<file path="src/design/lobu_ram.sv">
// ----------------------------------------------------------------------------
// lobu_ram
// simple dual-port ram, one write port, one registered read port
// ----------------------------------------------------------------------------
`default_nettype none

module lobu_ram #(
  parameter int WIDTH = 8,
  parameter int DEPTH = 16
) (
  input  wire logic                     clk,
  input  wire logic                     we,
  input  wire logic [$clog2(DEPTH)-1:0] waddr,
  input  wire logic [WIDTH-1:0]         wdata,
  input  wire logic                     re,
  input  wire logic [$clog2(DEPTH)-1:0] raddr,
  output logic      [WIDTH-1:0]         rdata
);

  logic [WIDTH-1:0] mem [DEPTH];

  always_ff @(posedge clk) begin
    if (we) begin
      mem[waddr] <= wdata;
    end
    if (re) begin
      rdata <= mem[raddr];
    end
  end

endmodule

`default_nettype wire

</file>
<file path="config.mk">
export PLATFORM = sky130hd
export DESIGN_NAME = lobu_ram
export DESIGN_NICKNAME = d
export VERILOG_FILES = /design/src/design/lobu_ram.sv
export SDC_FILE = /design/constraint.sdc
export NUM_CORES = 1
export LEC_CHECK = 0
export ABC_CLOCK_PERIOD_IN_PS = 1400
export CAP_MARGIN = 5
export CORE_ASPECT_RATIO = 0.75
export CORE_MARGIN = 8
export CORE_UTILIZATION = 56
export CTS_BUF_LIST = sky130_fd_sc_hd__clkbuf_16
export DETAILED_ROUTE_END_ITERATION = 8
export DONT_BUFFER_PORTS = 1
export PLACE_DENSITY_LB_ADDON = 0.08
export SKIP_CTS_REPAIR_TIMING = 1
export SLEW_MARGIN = 20
export SYNTH_ARGS = -nofsm -noshare
export SYNTH_HDL_FRONTEND = slang
export SYNTH_SLANG_ARGS = --single-unit
</file>
<file path="constraint.sdc">
create_clock -name clk -period 1.4 [get_ports clk]
set_input_delay 0 -clock clk [delete_from_list [all_inputs] [get_ports clk]]
set_output_delay 0 -clock clk [all_outputs]
set_load 0.01 [all_outputs]
</file>
==> results.yml, run 1 <==
clocking:
  htreeDepth: 4
  clock-root-buffer: "clkbuf_16"
  cts_tree: "done"
  clkTransAtPathRegs_ns: 0.05
  clock_latency_ns: 0.41
  cts.sinks: 136
  clock_path_buffers: 2
  cts_buffers: 17
cells_and_area:
  fillers: 566
  final_cells: 411
  area_delta_synth_final_pct: 17.47
  fin_util: 0.6788
  layout.nets: 289
  antenna_cells: 0
  drive_gt1_frac: 0.3039
worst_setup_path:
  rr_endpoint: "rdata[4]"
  regToRegSetupSlack_ns: -0.007
  path_max_fanout: 1
  critPathKind: "reg -> reg"
  start_kind: "flip-flop"
  r2r_start: "mem[2][4]"
  cp_cell_sequence: "mux4_2, a22oi_1, nand2_1"
  crit_required_ns: 1.55
  max_stage_delay_ns: 0.47
  critPathCaptureType: "flip-flop"
  cp_data_arrival_time_ns: 1.55
  slowest_stage: "mux4_2"
  rr_worst_depth: 3
timing:
  worst_slew_pin_slew_ns: 0.6767
  fin_ws_ns: -0.006958
  holdWs_ns: -0.002714
  fmax_mhz: 710.8
  post-route-period-util: 1.005
  setup_viol: 2
  tns_ns: -0.008290
  rsz0062_at_grt: "true"
  max_slew_margin: 0.5474
  final.setup_skew_ns: 0.006051
  finalHoldViolCount: 1
  drv_slew: 0
  fin_crit_ns: 1.407
logic_synthesis:
  ys_ff_latch: 136
  synthMostInstantiatedCell: "edfxtp_1"
  async_reset_ff_frac: 0
  yosys.area.top_type_share: 0.7812
  synth_seq_area_share: 0.7812
  synth_edf_count: 136
  yosysTopAreaCell: "edfxtp_1"
  ys.warnings.count: 0
  syn_avg_cell_area_um2: 22.83
  synth_flop_cell: "edfxtp_1"
  yosysUniqueCellTypes: 18
  syn_inst: 229
  synth_top_cells_by_count: "edfxtp_1, mux4_2, a22oi_1, mux4_1, nor2_1"
  netlist_area_um2: 5228
  syn_nets: 248
  synth_area_leaders: "edfxtp_1, mux4_2, mux4_1"
floorplan:
  initial_utilization: 0.5779
  fp.dieH_um: 99.67
  die_area_um2: 12710
  io_pins: 27
  die_x_um: 127.6
  core_area_um2: 9046
  rows: 30
routing:
  drt_iter0_markers: 358
  wl_per_cell_um: 24.99
  drt-vias-per-instance: 6.024
  totalWireLength_um: 10270
  first_pass_iters: 4
  ant_nets: 0
  drcViolationCount: 0
  vias: 2476
min_path:
  holdPathEnd: "rdata[1]"
  holdPathStages: 3
  worst_hold_path_type: "in -> reg"
  hp-start: "raddr[1]"
grt:
  first_global_vias: 2442
  grt_pass1_wl_um: 14750
  antenna_found_initial: 1
  grt_max_degree: 33
  overflow: 0
  grt_use_total: 0.1663
place:
  dp_slack_ns: -0.07754
  routabilityCongestion: 0.7095
  io_buffers: 0
  dp_cells: 366
  dp_hpwl_um: 6413
run_status:
  violations: "negative hold slack, negative setup slack"
  status: "finished, violations left"
power:
  power_leakage_nw: 2.009
  powerDensity_nw_per_um2: 1473
  vdd_drop_max_mv: 1.110
job:
  maxCapViolations: 0
[state kept, by name, summed over array words and instances (netlist names)]
name / count
mem: 128
rdata: 8
[cells by family (layout without fill, tap and decap cells)]
group | after synthesis | count (layout) | synth area share
flip-flops | 136 | 136 | 0.7812
AND/OR/NAND/NOR | 35 | 35 | 0.03136
multiplexers | 32 | 32 | 0.1479
AO/OA/AOI/OAI | 16 | 16 | 0.02298
buffers and inverters | 10 | 64 | 0.01651
[stage by stage]
stage / total power, mW / area [um^2]
floorplan: 4.932 / 5233
global placement: 4.956 / 5449
detailed placement: 4.967 / 5449
CTS: 8.983 / 5997
global route: 9.315 / 6141
finish: 9.047 / 6141
[critical path: cells and delay by family, from the launching register on]
kind	cells	cell delay, ns
AOI/OAI and AO/OA	1	0.20
DFF	1	0.39
muxes	1	0.47
and+or+nand+nor	1	0.09
[worst max path at each step]
stage | endpoint | slack, ns | cells after the start | from
2_1_floorplan | rdata[0] | 0.09 | 3 | mem[1][0]
3_3_place_gp | rdata[3] | -0.09 | 3 | mem[9][3]
3_5_place_dp | rdata[3] | -0.08 | 3 | mem[9][3]
4_1_cts | rdata[3] | -0.09 | 3 | mem[9][3]
5_1_grt | rdata[3] | -0.05 | 3 | mem[8][3]
6_report | rdata[4] | -0.007 | 3 | mem[2][4]
[cell type report]
cell class / count / area, um^2 / share of cell area
flip-flops and latches: 136 / 4084 / 0.6650
well taps: 128 / 160.2 / 0.02608
repair buffers: 32 / 272.8 / 0.04442
clock buffers: 17 / 425.4 / 0.06927
clock inverters: 15 / 122.6 / 0.01997
multi-input cells: 83 / 1076 / 0.1752
[placed cells by master (no fill, tap or decap), types with 4 or more instances in the layout]
cell	n
nor2_1	13
clkbuf_16	17
inv_1	5
a22oi_2	11
clkinv_2	4
dlygate4sd3_1	13
a22oi_1	5
edfxtp_1	136
mux4_2	29
buf_4	19
nand2_1	9
[power breakdown]
part | internal (mW) | total [mW] | switching, mW
clock | 2.55 | 4.04 | 1.49
combinational | 0.179 | 0.367 | 0.188
sequential | 4.59 | 4.63 | 0.0401
[routing by layer]
| layer | vias to the layer above | track usage | wire (um) |
|---|---|---|---|
| li1 | 1051 | - | - |
| met1 | 1298 | 0.2168 | 4437 |
| met2 | 113 | 0.2495 | 4673 |
| met3 | 12 | 0.06307 | 1029 |
| met4 | 2 | 0.06290 | 122 |
| met5 | - | 0 | 9 |
Note: power is estimated with default switching activity, not from simulation.
==> inputs of run 2 (changes only) <==
Settings changed: CORE_ASPECT_RATIO 0.75 to default.
==> results.yml, run 2 (synthesized netlist as in run 1, its figures left out) <==
run_status:
  status: "finished, violations left"
  violations: "negative hold slack, negative setup slack"
clocking:
  cts.sinks: 136
  htreeDepth: 4
  clock_path_buffers: 2
  clock-root-buffer: "clkbuf_16"
  cts_buffers: 17
  cts_tree: "done"
  clock_latency_ns: 0.41
  clkTransAtPathRegs_ns: 0.06
timing:
  worst_slew_pin_slew_ns: 0.6653
  rsz0062_at_grt: "true"
  holdWs_ns: -0.04126
  fin_crit_ns: 1.448
  finalHoldViolCount: 5
  setup_viol: 3
  post-route-period-util: 1.034
  drv_slew: 0
  fin_ws_ns: -0.04761
  max_slew_margin: 0.5550
  fmax_mhz: 690.8
  final.setup_skew_ns: 0.005848
cells_and_area:
  top_regs: "mem: 128 flops, rdata: 8 flops"
  layout.nets: 286
  largest_register_ffs: 128
  final_cells: 390
  final_cell_mix: "edfxtp_1, mux4_2, buf_4"
  area_delta_synth_final_pct: 17.19
  layout_commonest_cell: "edfxtp_1"
  drive_gt1_frac: 0.3297
  fin_area_um2: 6126
  antenna_cells: 0
  regMostFlops: "mem"
worst_setup_path:
  path_max_fanout: 1
  start_kind: "flip-flop"
  path_delay_family: "multiplexers"
  crit_required_ns: 1.54
  cp_data_arrival_time_ns: 1.59
  max_stage_delay_ns: 0.52
  path_buf_inv: 0
  slowest_stage: "mux4_2"
  critPathKind: "reg -> reg"
  cp_cell_sequence: "mux4_2, a22oi_2, nand2_1"
  critPathCaptureType: "flip-flop"
  regToRegSetupSlack_ns: -0.05
job:
  maxCapViolations: 0
routing:
  totalWireLength_um: 10370
  drcViolationCount: 0
  ant_nets: 0
  drt_iter0_markers: 136
  wl_per_cell_um: 26.58
  vias: 2420
  drt-vias-per-instance: 6.205
  first_pass_iters: 4
floorplan:
  io_pins: 27
  initial_utilization: 0.5712
  rows: 35
  die_area_um2: 12680
  fp.dieH_um: 112.6
  die_x_um: 112.6
  core_area_um2: 9153
place:
  io_buffers: 0
  place_area_um2: 5420
  dp_cells: 348
  routabilityCongestion: 0.7532
  dp_hpwl_um: 6253
grt:
  first_global_vias: 2504
  antenna_found_initial: 0
  grt_pass1_wl_um: 15110
  grt_max_degree: 33
  grt_use_total: 0.1692
  overflow: 0
power:
  power_leakage_nw: 1.972
  powerDensity_nw_per_um2: 1526
  vdd_drop_max_mv: 0.9034
min_path:
  worst_hold_path_type: "in -> reg"
-- run 2: through the flow --
stage / power (mW) / setup TNS [ns] / utilization / hold WS [ns] / setup slack [ns]
4_1_cts: 9.293 / -0.6221 / 0.6560 / -0.3353 / -0.1266
3_3_place_gp: 4.957 / -0.4041 / 0.5922 / 0.1001 / -0.09478
5_1_grt: 9.580 / -0.2547 / 0.6693 / -0.05275 / -0.08047
3_5_place_dp: 4.966 / -0.5153 / 0.5922 / 0.09987 / -0.1046
2_1_floorplan: 4.932 / 0 / - / 0.09887 / 0.08857
6_report: 9.350 / -0.07645 / 0.6693 / -0.04126 / -0.04761
-- run 2: where the power goes --
| group | switching (mW) | internal [mW] | total, mW |
|---|---|---|---|
| sequential | 0.0398 | 4.59 | 4.63 |
| clock | 1.59 | 2.76 | 4.35 |
| combinational | 0.189 | 0.178 | 0.367 |
| total | 1.82 | 7.53 | 9.35 |
-- run 2: path summary, 6_finish.rpt --
check / start / endpoint / cells past startpoint
min: raddr[1] / rdata[2] / 3
min reg2reg: mem[14][1] / rdata[1] / 3
max: mem[11][0] / rdata[0] / 3
max reg2reg: mem[11][0] / rdata[0] / 3
-- run 2: worst register-to-register path, stage by stage, from the launching register on --
cell	delay [ns]
edfxtp_1	0.36
mux4_2	0.52
a22oi_2	0.19
nand2_1	0.11
-- run 2: area by class of cell --
| type | count | area (um^2) |
|---|---|---|
| Clock buffer | 17 | 425.4 |
| Clock inverter | 14 | 158.9 |
| Fill cell | 561 | 3027 |
| Multi-Input combinational cell | 83 | 1074 |
| Sequential cell | 136 | 4084 |
| Tap cell | 111 | 138.9 |
| Timing Repair Buffer | 29 | 245.2 |
-- run 2: layer usage --
layer | wire [um] | vias up | track usage
li1 | - | 1045 | -
met2 | 5260 | 96 | 0.2642
met3 | 745 | 11 | 0.05904
met1 | 4268 | 1268 | 0.2088
met5 | 0 | - | 0
met4 | 92 | 0 | 0.07734
==> inputs of run 3 (changes only) <==
Settings changed: REMOVE_ABC_BUFFERS from default to 1, SETUP_SLACK_MARGIN from default to 0.1.
==> results.yml, run 3 (synthesized netlist as in run 1, its figures left out) <==
timing:
  final.setup_skew_ns: 0.007038
  drv_slew: 0
  tns_ns: -0.03426
  worst_slew_pin_slew_ns: 0.5635
  fin_crit_ns: 1.409
  holdWs_ns: -0.003330
  fin_ws_ns: -0.009074
  post-route-period-util: 1.006
  max_slew_margin: 0.6231
  finalHoldViolCount: 1
  fmax_mhz: 709.7
  rsz0062_at_grt: "true"
  setup_viol: 5
worst_setup_path:
  crit_required_ns: 1.55
  critPathKind: "reg -> reg"
  critPathCaptureType: "flip-flop"
  start_kind: "flip-flop"
  path_max_fanout: 1
  regToRegSetupSlack_ns: -0.009
  cp_data_arrival_time_ns: 1.55
cells_and_area:
  final_cells: 392
  regMostFlops: "mem"
  fillers: 561
  layout_commonest_cell: "edfxtp_1"
  area_delta_synth_final_pct: 16.83
  largest_register_ffs: 128
  top_regs: "mem: 128 flops, rdata: 8 flops"
  seq_area_um2: 4084
  antenna_cells: 0
  multi_input_area_um2: 1045
  final_cell_mix: "edfxtp_1, mux4_2, buf_4"
  drive_gt1_frac: 0.3167
  layout.nets: 288
power:
  power_leakage_nw: 1.979
  powerDensity_nw_per_um2: 1511
  total_power_mw: 9.228
  vdd_drop_max_mv: 0.9233
floorplan:
  initial_utilization: 0.5712
  rows: 35
  die_x_um: 112.6
  die_area_um2: 12680
  io_pins: 27
  core_area_um2: 9153
  fp.dieH_um: 112.6
clocking:
  clock_latency_ns: 0.40
  clock-root-buffer: "clkbuf_16"
  cts_tree: "done"
  cts_buffers: 17
  clkTransAtPathRegs_ns: 0.06
  cts.sinks: 136
  clock_path_buffers: 2
  htreeDepth: 4
routing:
  wl_per_cell_um: 24.77
  drt-vias-per-instance: 6.204
  vias: 2432
  first_pass_iters: 4
  ant_nets: 0
  drt_iter0_markers: 226
  totalWireLength_um: 9711
  drcViolationCount: 0
place:
  io_buffers: 0
  dp_cells: 349
  dp_hpwl_um: 6277
  routabilityCongestion: 0.7095
grt:
  overflow: 0
  first_global_vias: 2482
  grt_max_degree: 33
  grt_pass1_wl_um: 14620
  grt_use_total: 0.1585
  antenna_found_initial: 0
run_status:
  violations: "negative hold slack, negative setup slack"
  status: "finished, violations left"
min_path:
  worst_hold_path_type: "in -> reg"
job:
  maxCapViolations: 0
run 3: cell count changes in the layout (fill, tap and decap cells not counted), sizes merged:
cell         delta
buf             +1
clkinvlp        -3
bufinv          -1
inv             +3
dlygate4sd3     +1
clkinv          +1
run 3: where the power goes:
group / total [mW] / internal (mW) / switching (mW) / leakage (nW)
registers: 4.63 / 4.59 / 0.0398 / 1.24
logic: 0.357 / 0.177 / 0.181 / 0.467
clock network: 4.24 / 2.63 / 1.61 / 0.277
total: 9.23 / 7.39 / 1.83 / 1.98
run 3: metal layers:
layer | GRT usage | wire, um | vias up
met5 | 0 | 0 | -
li1 | - | - | 1046
met1 | 0.2047 | 4129 | 1293
met3 | 0.04938 | 601 | 8
met4 | 0.05306 | 90 | 0
met2 | 0.2502 | 4889 | 85
run 3: worst paths after layout:
| check | start | end | depth (start not counted) |
|---|---|---|---|
| max | mem[11][7] | rdata[7] | 3 |
| min | raddr[1] | rdata[1] | 3 |
| min reg2reg | mem[14][6] | rdata[6] | 3 |
| max reg2reg | mem[11][7] | rdata[7] | 3 |
run 3: metrics by stage:
stage | utilization | setup WS, ns | area, um^2
after floorplan | - | -0.09287 | 5141
after global placement | 0.5925 | -0.09838 | 5423
after detailed placement | 0.5925 | -0.1136 | 5423
after CTS | 0.6555 | -0.1351 | 6000
after global routing | 0.6673 | -0.07102 | 6107
final | 0.6673 | -0.009074 | 6107
run 3: worst max-delay path, cell delays in order (launching register included):
cell and delay, ns:
edfxtp_1 0.37, mux4_2 0.48, a22oi_1 0.24, nand2_1 0.07
run 3: area by class of cell:
type,instances,share of cell area
Sequential cell,136,0.6687
Timing Repair Buffer,31,0.04302
Clock buffer,17,0.06966
Multi-Input combinational cell,83,0.1711
Clock inverter,14,0.02479
Tap cell,111,0.02274
